`config.mk`:
```
export PLATFORM = sky130hd
export DESIGN_NAME = hart_request_frame_builder
export DESIGN_NICKNAME = d
export VERILOG_FILES = /design/src/rtl/hrfb_pkg.sv /design/src/rtl/hart_request_frame_builder.sv
export SDC_FILE = /design/constraint.sdc
export NUM_CORES = 1
export LEC_CHECK = 0
export BUFFER_PORTS_ARGS = -buffer_cell sky130_fd_sc_hd__buf_2
export CAP_MARGIN = 30
export CORE_ASPECT_RATIO = 1.75
export CORE_UTILIZATION = 45
export CTS_CLUSTER_DIAMETER = 40
export DETAILED_ROUTE_END_ITERATION = 10
export PLACE_DENSITY = 0.65
export SLEW_MARGIN = 10
export SYNTH_ARGS = -nofsm -noshare
export SYNTH_HDL_FRONTEND = slang
export SYNTH_SLANG_ARGS = --single-unit
```
`constraint.sdc`:
```
create_clock -name clk_i -period 4.5 [get_ports clk_i]
set_input_delay 0.45 -clock clk_i [delete_from_list [all_inputs] [get_ports clk_i]]
set_output_delay 0.45 -clock clk_i [all_outputs]
set_load 0.05 [all_outputs]
```
`src/rtl/hrfb_pkg.sv`:
```
package hrfb_pkg;

  // Item and result words
  typedef struct packed {
    logic        mode;
    logic [15:0] command;
    logic [7:0]  length;
    logic [7:0]  data_byte;
  } in_word_t;

  typedef struct packed {
    logic [7:0] out_byte;
    logic       frame_end;
  } out_word_t;

  // Configuration register indexes
  localparam int unsigned CfgIdxW = 2;
  localparam logic [CfgIdxW-1:0] CFG_PREAMBLE_COUNT = 2'd0;
  localparam logic [CfgIdxW-1:0] CFG_DEVICE_ADDRESS = 2'd1;

  // Item modes
  localparam logic MODE_START = 1'b0;
  localparam logic MODE_DATA  = 1'b1;

  // Frame constants
  localparam logic [7:0] BYTE_PREAMBLE = 8'hFF;
  localparam logic [7:0] BYTE_DELIM    = 8'h82;
  localparam logic [7:0] BYTE_EXPAND   = 8'h1F;
  localparam logic [4:0] PREAMBLE_MAX  = 5'd20;
  localparam logic [4:0] PREAMBLE_RST  = 5'd5;
  localparam logic [2:0] ADDR_LAST     = 3'd4;

  // Microprogram addresses
  localparam int unsigned PcW = 4;
  localparam logic [PcW-1:0] PC_PRE_TEST = 4'd0;
  localparam logic [PcW-1:0] PC_PRE      = 4'd1;
  localparam logic [PcW-1:0] PC_DELIM    = 4'd2;
  localparam logic [PcW-1:0] PC_ADDR     = 4'd3;
  localparam logic [PcW-1:0] PC_CMD_SEL  = 4'd4;
  localparam logic [PcW-1:0] PC_EXPAND   = 4'd5;
  localparam logic [PcW-1:0] PC_LEN2     = 4'd6;
  localparam logic [PcW-1:0] PC_CMD_HI   = 4'd7;
  localparam logic [PcW-1:0] PC_CMD_LO_X = 4'd8;
  localparam logic [PcW-1:0] PC_CMD_LO   = 4'd9;
  localparam logic [PcW-1:0] PC_LEN      = 4'd10;
  localparam logic [PcW-1:0] PC_FIN      = 4'd11;
  localparam logic [PcW-1:0] PC_DATA     = 4'd12;
  localparam logic [PcW-1:0] PC_CSUM     = 4'd13;

  typedef enum logic [3:0] {
    SRC_PREAMBLE,
    SRC_DELIM,
    SRC_ADDR,
    SRC_EXPAND,
    SRC_LEN2,
    SRC_CMD_HI,
    SRC_CMD_LO,
    SRC_LEN,
    SRC_DATA,
    SRC_CSUM
  } src_e;

  typedef enum logic [2:0] {
    COND_NEVER,
    COND_ALWAYS,
    COND_PRE_DONE,
    COND_ADDR_MORE,
    COND_CMD_SHORT,
    COND_LEN_ZERO,
    COND_LEFT_MORE
  } cond_e;

  typedef struct packed {
    logic           emit;
    src_e           src;
    logic           xor_en;
    logic           cnt_clr;
    logic           cnt_inc;
    logic           left_dec;
    logic           close;
    logic           fin;
    cond_e          cond;
    logic [PcW-1:0] target;
  } ucode_t;

  function automatic ucode_t mk(logic emit, src_e src, logic xor_en, logic cnt_clr,
                                logic cnt_inc, logic left_dec, logic close, logic fin,
                                cond_e cond, logic [PcW-1:0] target);
    ucode_t w;
    w.emit     = emit;
    w.src      = src;
    w.xor_en   = xor_en;
    w.cnt_clr  = cnt_clr;
    w.cnt_inc  = cnt_inc;
    w.left_dec = left_dec;
    w.close    = close;
    w.fin      = fin;
    w.cond     = cond;
    w.target   = target;
    return w;
  endfunction

  // Control store: one word per step, a taken condition jumps to target
  function automatic ucode_t ucode_rom(logic [PcW-1:0] pc);
    ucode_t w;
    case (pc)
      PC_PRE_TEST: w = mk(1'b0, SRC_PREAMBLE, 1'b0, 1'b0, 1'b0, 1'b0, 1'b0, 1'b0,
                          COND_PRE_DONE, PC_DELIM);
      PC_PRE:      w = mk(1'b1, SRC_PREAMBLE, 1'b0, 1'b0, 1'b1, 1'b0, 1'b0, 1'b0,
                          COND_ALWAYS, PC_PRE_TEST);
      PC_DELIM:    w = mk(1'b1, SRC_DELIM, 1'b1, 1'b1, 1'b0, 1'b0, 1'b0, 1'b0,
                          COND_NEVER, PC_DELIM);
      PC_ADDR:     w = mk(1'b1, SRC_ADDR, 1'b1, 1'b0, 1'b1, 1'b0, 1'b0, 1'b0,
                          COND_ADDR_MORE, PC_ADDR);
      PC_CMD_SEL:  w = mk(1'b0, SRC_CMD_LO, 1'b0, 1'b0, 1'b0, 1'b0, 1'b0, 1'b0,
                          COND_CMD_SHORT, PC_CMD_LO);
      PC_EXPAND:   w = mk(1'b1, SRC_EXPAND, 1'b1, 1'b0, 1'b0, 1'b0, 1'b0, 1'b0,
                          COND_NEVER, PC_EXPAND);
      PC_LEN2:     w = mk(1'b1, SRC_LEN2, 1'b1, 1'b0, 1'b0, 1'b0, 1'b0, 1'b0,
                          COND_NEVER, PC_LEN2);
      PC_CMD_HI:   w = mk(1'b1, SRC_CMD_HI, 1'b1, 1'b0, 1'b0, 1'b0, 1'b0, 1'b0,
                          COND_NEVER, PC_CMD_HI);
      PC_CMD_LO_X: w = mk(1'b1, SRC_CMD_LO, 1'b1, 1'b0, 1'b0, 1'b0, 1'b0, 1'b0,
                          COND_ALWAYS, PC_FIN);
      PC_CMD_LO:   w = mk(1'b1, SRC_CMD_LO, 1'b1, 1'b0, 1'b0, 1'b0, 1'b0, 1'b0,
                          COND_NEVER, PC_CMD_LO);
      PC_LEN:      w = mk(1'b1, SRC_LEN, 1'b1, 1'b0, 1'b0, 1'b0, 1'b0, 1'b0,
                          COND_NEVER, PC_LEN);
      PC_FIN:      w = mk(1'b0, SRC_LEN, 1'b0, 1'b0, 1'b0, 1'b0, 1'b0, 1'b0,
                          COND_LEN_ZERO, PC_CSUM);
      PC_DATA:     w = mk(1'b1, SRC_DATA, 1'b1, 1'b0, 1'b0, 1'b1, 1'b0, 1'b0,
                          COND_LEFT_MORE, PC_FIN);
      PC_CSUM:     w = mk(1'b1, SRC_CSUM, 1'b0, 1'b0, 1'b0, 1'b0, 1'b1, 1'b1,
                          COND_NEVER, PC_CSUM);
      default:     w = mk(1'b0, SRC_CSUM, 1'b0, 1'b0, 1'b0, 1'b0, 1'b0, 1'b1,
                          COND_NEVER, PC_PRE_TEST);
    endcase
    return w;
  endfunction

endpackage

```
`src/rtl/hart_request_frame_builder.sv`:
```
// Channel | Dir | Handshake                | Word
// --------+-----+--------------------------+--------------------------------------
// in      | in  | in_valid_i / in_stall_o  | hrfb_pkg::in_word_t (mode, command..)
// out     | out | out_valid_o / out_stall_i| hrfb_pkg::out_word_t (byte, frame_end)
// cfg     | in  | cfg_valid_i / cfg_ready_o| cfg_index_i, cfg_data_i (40 bits)
//
// Start word: accept, then a test and an emitting step per preamble and a closing test,
// delimiter, five address bytes, form select, 2 header bytes short or 4 expanded, a finish
// test, and the checksum when the length is zero. Data word: accept, emit, then a finish
// test or the checksum; a data word with no frame open is accepted and dropped.
// Emitting steps wait while the output word is unaccepted; reset (rst_ni low, asynchronous)
// closes any frame and restores the configuration and sequencer registers.
module hart_request_frame_builder (
  input  logic                          clk_i,
  input  logic                          rst_ni,
  input  logic                          in_valid_i,
  output logic                          in_stall_o,
  input  hrfb_pkg::in_word_t            in_word_i,
  output logic                          out_valid_o,
  input  logic                          out_stall_i,
  output hrfb_pkg::out_word_t           out_word_o,
  input  logic                          cfg_valid_i,
  output logic                          cfg_ready_o,
  input  logic [hrfb_pkg::CfgIdxW-1:0]  cfg_index_i,
  input  logic [39:0]                   cfg_data_i
);

  // Configuration registers
  logic [4:0]  pre_cnt_q;
  logic [39:0] dev_addr_q;

  // Sequencer state
  logic                     busy_q;
  logic [hrfb_pkg::PcW-1:0] pc_q, pc_d;
  logic [4:0]               cnt_q;

  // Frame state
  logic        frame_open_q;
  logic [7:0]  xor_q;
  logic [7:0]  left_q;

  // Latched item fields
  logic [15:0] cmd_q;
  logic [7:0]  len_q;
  logic [7:0]  data_q;

  // Output register
  logic                 out_valid_q;
  hrfb_pkg::out_word_t  out_word_q;

  hrfb_pkg::ucode_t uw;
  logic             in_acc;
  logic             out_free;
  logic             go;
  logic             taken;
  logic [4:0]       pre_sat;
  logic [7:0]       addr_byte;
  logic [7:0]       emit_byte;

  assign cfg_ready_o = 1'b1;
  assign in_stall_o  = busy_q;
  assign in_acc      = in_valid_i && !busy_q;
  assign out_valid_o = out_valid_q;
  assign out_word_o  = out_word_q;
  assign out_free    = !out_valid_q || !out_stall_i;

  // Fetch the control word for this step; stall on emit until the output frees up
  assign uw = hrfb_pkg::ucode_rom(pc_q);
  assign go = busy_q && (!uw.emit || out_free);

  // Clamp the preamble count at its maximum
  assign pre_sat = (pre_cnt_q > hrfb_pkg::PREAMBLE_MAX) ? hrfb_pkg::PREAMBLE_MAX : pre_cnt_q;

  // Address goes out most significant byte first
  always_comb begin
    case (cnt_q[2:0])
      3'd0:    addr_byte = dev_addr_q[39:32];
      3'd1:    addr_byte = dev_addr_q[31:24];
      3'd2:    addr_byte = dev_addr_q[23:16];
      3'd3:    addr_byte = dev_addr_q[15:8];
      3'd4:    addr_byte = dev_addr_q[7:0];
      default: addr_byte = 8'h00;
    endcase
  end

  always_comb begin
    case (uw.src)
      hrfb_pkg::SRC_PREAMBLE: emit_byte = hrfb_pkg::BYTE_PREAMBLE;
      hrfb_pkg::SRC_DELIM:    emit_byte = hrfb_pkg::BYTE_DELIM;
      hrfb_pkg::SRC_ADDR:     emit_byte = addr_byte;
      hrfb_pkg::SRC_EXPAND:   emit_byte = hrfb_pkg::BYTE_EXPAND;
      hrfb_pkg::SRC_LEN2:     emit_byte = len_q + 8'd2;
      hrfb_pkg::SRC_CMD_HI:   emit_byte = cmd_q[15:8];
      hrfb_pkg::SRC_CMD_LO:   emit_byte = cmd_q[7:0];
      hrfb_pkg::SRC_LEN:      emit_byte = len_q;
      hrfb_pkg::SRC_DATA:     emit_byte = data_q;
      hrfb_pkg::SRC_CSUM:     emit_byte = xor_q;
      default:                emit_byte = 8'h00;
    endcase
  end

  // Jump condition
  always_comb begin
    case (uw.cond)
      hrfb_pkg::COND_NEVER:     taken = 1'b0;
      hrfb_pkg::COND_ALWAYS:    taken = 1'b1;
      hrfb_pkg::COND_PRE_DONE:  taken = (cnt_q == pre_sat);
      hrfb_pkg::COND_ADDR_MORE: taken = (cnt_q[2:0] != hrfb_pkg::ADDR_LAST);
      hrfb_pkg::COND_CMD_SHORT: taken = (cmd_q[15:8] == 8'h00);
      hrfb_pkg::COND_LEN_ZERO:  taken = (len_q == 8'h00);
      hrfb_pkg::COND_LEFT_MORE: taken = (left_q != 8'd1);
      default:                  taken = 1'b0;
    endcase
  end

  always_comb begin
    pc_d = taken ? uw.target : pc_q + 4'd1;
  end

  // Configuration writes
  always_ff @(posedge clk_i or negedge rst_ni) begin
    if (!rst_ni) begin
      pre_cnt_q  <= hrfb_pkg::PREAMBLE_RST;
      dev_addr_q <= '0;
    end else if (cfg_valid_i && cfg_ready_o) begin
      case (cfg_index_i)
        hrfb_pkg::CFG_PREAMBLE_COUNT: pre_cnt_q  <= cfg_data_i[4:0];
        hrfb_pkg::CFG_DEVICE_ADDRESS: dev_addr_q <= cfg_data_i;
        default: ;
      endcase
    end
  end

  // Sequencer and frame state
  always_ff @(posedge clk_i or negedge rst_ni) begin
    if (!rst_ni) begin
      busy_q       <= 1'b0;
      pc_q         <= hrfb_pkg::PC_PRE_TEST;
      cnt_q        <= '0;
      frame_open_q <= 1'b0;
      xor_q        <= '0;
      left_q       <= '0;
    end else if (in_acc) begin
      if (in_word_i.mode == hrfb_pkg::MODE_START) begin
        // Open a new frame, dropping any open one
        busy_q       <= 1'b1;
        pc_q         <= hrfb_pkg::PC_PRE_TEST;
        cnt_q        <= '0;
        frame_open_q <= 1'b1;
        xor_q        <= '0;
        left_q       <= in_word_i.length;
      end else if (frame_open_q) begin
        busy_q <= 1'b1;
        pc_q   <= hrfb_pkg::PC_DATA;
      end
    end else if (go) begin
      pc_q <= pc_d;
      if (uw.fin) begin
        busy_q <= 1'b0;
      end
      if (uw.cnt_clr) begin
        cnt_q <= '0;
      end else if (uw.cnt_inc) begin
        cnt_q <= cnt_q + 5'd1;
      end
      if (uw.left_dec) begin
        left_q <= left_q - 8'd1;
      end
      if (uw.close) begin
        xor_q        <= '0;
        left_q       <= '0;
        frame_open_q <= 1'b0;
      end else if (uw.xor_en) begin
        xor_q <= xor_q ^ emit_byte;
      end
      // Finish a header or a data byte with data to follow
      if (pc_q == hrfb_pkg::PC_FIN && !taken) begin
        busy_q <= 1'b0;
      end
    end
  end

  // Latch item fields on accept
  always_ff @(posedge clk_i) begin
    if (in_acc) begin
      if (in_word_i.mode == hrfb_pkg::MODE_START) begin
        cmd_q <= in_word_i.command;
        len_q <= in_word_i.length;
      end
      data_q <= in_word_i.data_byte;
    end
  end

  // Output register
  always_ff @(posedge clk_i or negedge rst_ni) begin
    if (!rst_ni) begin
      out_valid_q <= 1'b0;
    end else if (go && uw.emit) begin
      out_valid_q <= 1'b1;
    end else if (!out_stall_i) begin
      out_valid_q <= 1'b0;
    end
  end

  always_ff @(posedge clk_i) begin
    if (go && uw.emit) begin
      out_word_q.out_byte  <= emit_byte;
      out_word_q.frame_end <= uw.close;
    end
  end

  // A start word always enters the program at the preamble test
  assert property (@(posedge clk_i) disable iff (!rst_ni)
    in_acc && in_word_i.mode == hrfb_pkg::MODE_START
      |=> busy_q && pc_q == hrfb_pkg::PC_PRE_TEST)
    else $error("start word did not enter the program at the preamble test");

  // An idle open frame always expects more data
  assert property (@(posedge clk_i) disable iff (!rst_ni)
    frame_open_q && !busy_q |-> left_q != 8'h00)
    else $error("open frame idle with no data left");

  // The program counter never leaves the control store
  assert property (@(posedge clk_i) disable iff (!rst_ni)
    busy_q |-> pc_q <= hrfb_pkg::PC_CSUM)
    else $error("program counter out of range");

  // An emitting step never overwrites an unaccepted word
  assert property (@(posedge clk_i) disable iff (!rst_ni)
    go && uw.emit |-> !(out_valid_q && out_stall_i))
    else $error("output word overwritten while stalled");

endmodule

```
==> flow_metrics.env <==
export IMPL_run_status="finished clean"
export IMPL_grtUsageTotal=0.250
export IMPL_grt_first_pass_wirelength_um=26600
export IMPL_design_final_nets=724
export IMPL_share_of_the_synthesized_area_in_the_top_cell_type=0.292
export IMPL_cts_tree="done"
export IMPL_crit_required_ns=4.84
export IMPL_power_leakage_uw=0.00293
export IMPL_detail_route_wl_per_cell_um=20.8
export IMPL_area_post_placement_mm2=0.00660
export IMPL_timing_hold_worst_start="in_word_i[29]"
export IMPL_postRouteWirelength_um=16900
export IMPL_power_switching_share=0.423
export IMPL_max_freq_mhz=281
export IMPL_grt_start_max_net_pins=57
export IMPL_synth_seq_area_share=0.504
export IMPL_power_net_switching_uw=2240
export IMPL_antenna_left=0
export IMPL_power_density_mw_per_mm2=736
export IMPL_final_core_utilization=0.550
export IMPL_buffer_ports_inserted=90
export IMPL_io_pins=92
export IMPL_synth_area_leader_cell="dfrtp_1"
export IMPL_setup_slack_ns=0.945
export IMPL_finalWorstPathRequiredPeriod_ns=3.55
export IMPL_synth_async_reset_ratio=0.640
export IMPL_timing_critical_path_fanout_max=19
export IMPL_timing_critical_path_from_type="flip-flop"
export IMPL_ys_seq_elements=114
export IMPL_die_width_um=89.8
export IMPL_start_util=0.465
export IMPL_vdd_ir_drop_worst_mv=0.320
export IMPL_longest_clk_path_bufs=2
export IMPL_worst_setup_path_start="pc_q[1]$_DFFE_PN0P_"
export IMPL_pwr_share_clk=0.247
export IMPL_dp_slack_ns=1.08
export IMPL_critical_path_class="flip-flop to flip-flop"
export IMPL_type_of_destination_of_the_critical_path="flip-flop"
export IMPL_setup_violations_final=0
export IMPL_skew_ns=0.0116
export IMPL_gp_routability_congestion=0.962
export IMPL_final_area_mm2=0.00719
export IMPL_post_cts_setup_buffer_count=0
export IMPL_coreArea_mm2=0.0131
export IMPL_vias=4894
export IMPL_cell_rows=55
export IMPL_max_cap_viol_count=0
export IMPL_drc=0
export IMPL_insertion_delay_ns=0.42
export IMPL_htreeDepth=4
export IMPL_synth_top_flop_cell="dfrtp_1"
export IMPL_post_synth_cell_area_avg_um2=11.2
export IMPL_grt_pass1_vias=4994
export IMPL_cts_sink_count=114
export IMPL_detailed_place_hpwl_um=12700
export IMPL_finalCritPeriodShare=0.790
export IMPL_cts_root_buf="clkbuf_16"
export IMPL_synth_edff_count=41
export IMPL_finalHoldWorstSlack_ns=0.207
export IMPL_final_hold_viol_count=0
export IMPL_synth_top_cells_by_area="dfrtp_1 29%, edfxtp_1 20%, mux2_2 8.9%"
export IMPL_final_setup_tns_ns=0
export IMPL_worst_path_arrival_time_ns=3.89
export IMPL_power_share_sequential=0.309
export IMPL_num_antenna_cells=0
export IMPL_syn_cell_area_mm2=0.00608
export IMPL_drtPass1Iterations=5
export IMPL_synthesis_to_finish_area_growth_pct=18.3
export IMPL_pwr_share_comb=0.444
export IMPL_final_max_slew_viol_count=0
export IMPL_r2r_start="pc_q[1]$_DFFE_PN0P_"
export IMPL_grt_setup_unrepaired="false"
export IMPL_final_fill_count=1167
export IMPL_layout_drive_gt1_share=0.306
export IMPL_die_height_um=156
export IMPL_grt_antenna_before_repair=0
export IMPL_synth_yosys_warnings=0
export IMPL_cts_made_buffers=17
export IMPL_cts_clk_slew_worst_paths_ns=0.06
export IMPL_r2r_setup_slack_ns=0.95
export IMPL_power_internal_uw=3060
export IMPL_holdCritPathClass="primary input to flip-flop"
export IMPL_max_slew_margin=0.460
export IMPL_post_synth_inst_count=542
export IMPL_worst_slew_pin_slew_ns=0.809
export IMPL_synth_nets=635
export IMPL_synth_cell_types=77
export IMPL_drtIter0Drc=553
export IMPL_global_route_overflow_total=0
export IMPL_fp_dieArea_mm2=0.0140
export IMPL_post_drt_via_cell_ratio=6.00
through the flow:
step,power (uW),cells
floorplan,3380,542
global placement,3920,781
detailed placement,3960,781
CTS,5280,814
global route,5580,815
finish,5290,815
synth_stat cells (all sizes together), types with 13 or more instances:
master   n
o21ai   42
dfrtp   71
edfxtp  41
clkbuf  16
ha      13
inv     18
mux2i   14
a21oi   26
mux2    48
nand2   31
nor2    33
buf     14
nand3   16
worst max-delay path: stages, from the launching register on:
cell and delay, ns:
dfrtp_1 0.69, inv_1 0.24, ha_1 0.52, or2_2 0.41, o221a_2 0.35, nor2_1 0.53
nor2_1 0.22, a22oi_1 0.30, mux2i_1 0.21
flip-flops by register name, indices dropped and copies added (netlist names):
register,cells
cmd_q,16
len_q,8
left_q,8
xor_q,8
frame_open_q,1
pc_q,4
pre_cnt_q,5
dev_addr_q,40
in_stall_o,1
out_word_o,9
cnt_q,5
data_q,8
out_valid_o,1
layout by cell type (no fill, tap or decap), types with 3 or more instances in the layout:
cell       synthesis  routed
a211oi_1           6       6
a21o_1             3       3
a21oi_1           25      25
a221oi_1           5       5
a222oi_1           6       6
a22oi_1            8       8
a31oi_1            4       4
a32oi_1            8       8
and2_1             3       3
buf_2              6      91
buf_4              2       8
clkbuf_16          0      17
dfrtp_1           71      71
edfxtp_1          41      41
ha_1              13      13
inv_1             18      18
inv_6              0       5
mux2_2            48      48
mux2i_1           14      14
nand2_1           31      31
nand2b_1          10      10
nand3_1           16      16
nand3b_1           3       3
nand4_1            5       5
nor2_1            33      32
nor3_1            11      11
nor4_1             6       6
o2111ai_1          3       3
o211ai_1           4       4
o21ai_0           40      40
o221ai_1           5       5
o22ai_1            3       3
o32ai_1            3       3
or3_1              5       5
xnor2_1            5       5
xor2_1             4       4
per-layer routing:
metal	vias up	track usage	routed length (um)
met1	2389	0.270	6200
met2	216	0.455	9090
met3	44	0.0517	945
li1	2245	-	-
met4	0	0.140	682
met5	-	0	0
power by group through the flow:
stage,Combinational [uW],Sequential [uW],Clock (uW)
final,2350,1630,1310
after global routing,2550,1670,1370
after CTS,2320,1630,1330
after detailed placement,2310,1650,0
after global placement,2280,1640,0
after floorplan,1660,1730,0
layout make-up:
| cell class | instances | area [um2] | share of cell area |
|---|---|---|---|
| Tap cell | 171 | 214 | 0.0298 |
| Multi-Input combinational cell | 379 | 2750 | 0.382 |
| Timing Repair Buffer | 100 | 526 | 0.0731 |
| Sequential cell | 114 | 3060 | 0.426 |
| Clock inverter | 13 | 121 | 0.0169 |
| Inverter | 19 | 71.3 | 0.00992 |
| Clock buffer | 19 | 453 | 0.0630 |
final timing paths:
| kind | end | cells after the start |
|---|---|---|
| max | xor_q[6]$_DFFE_PN0P_ | 8 |
| min | cmd_q[13]$_DFFE_PP_ | 1 |
| max reg2reg | xor_q[6]$_DFFE_PN0P_ | 8 |
| min reg2reg | dev_addr_q[29]$_DFFE_PN0P_ | 1 |
| max in group asynchronous | out_valid_o$_DFFE_PN0P_ | 3 |
| min in group asynchronous | dev_addr_q[16]$_DFFE_PN0P_ | 2 |
repair_timing:
item,in CTS,in global routing
endpoints found under the hold margin,17,0
resized for setup,0,0
hold buffers,1,0
logic make-up (layout without fill, tap and decap cells):
| family | after synthesis | after routing | synth area share |
|---|---|---|---|
| and+or+nand+nor | 145 | 145 | 0.126 |
| other | 1 | 1 | 0.000617 |
| muxes | 64 | 64 | 0.119 |
| buffers and inverters | 49 | 151 | 0.0451 |
| adders and majority gates | 13 | 13 | 0.0268 |
| AOI/OAI and AO/OA | 147 | 147 | 0.166 |
| xor gates and xnor gates | 9 | 9 | 0.0130 |
| DFF | 114 | 114 | 0.504 |
Note: power is estimated with default switching activity, not from simulation.
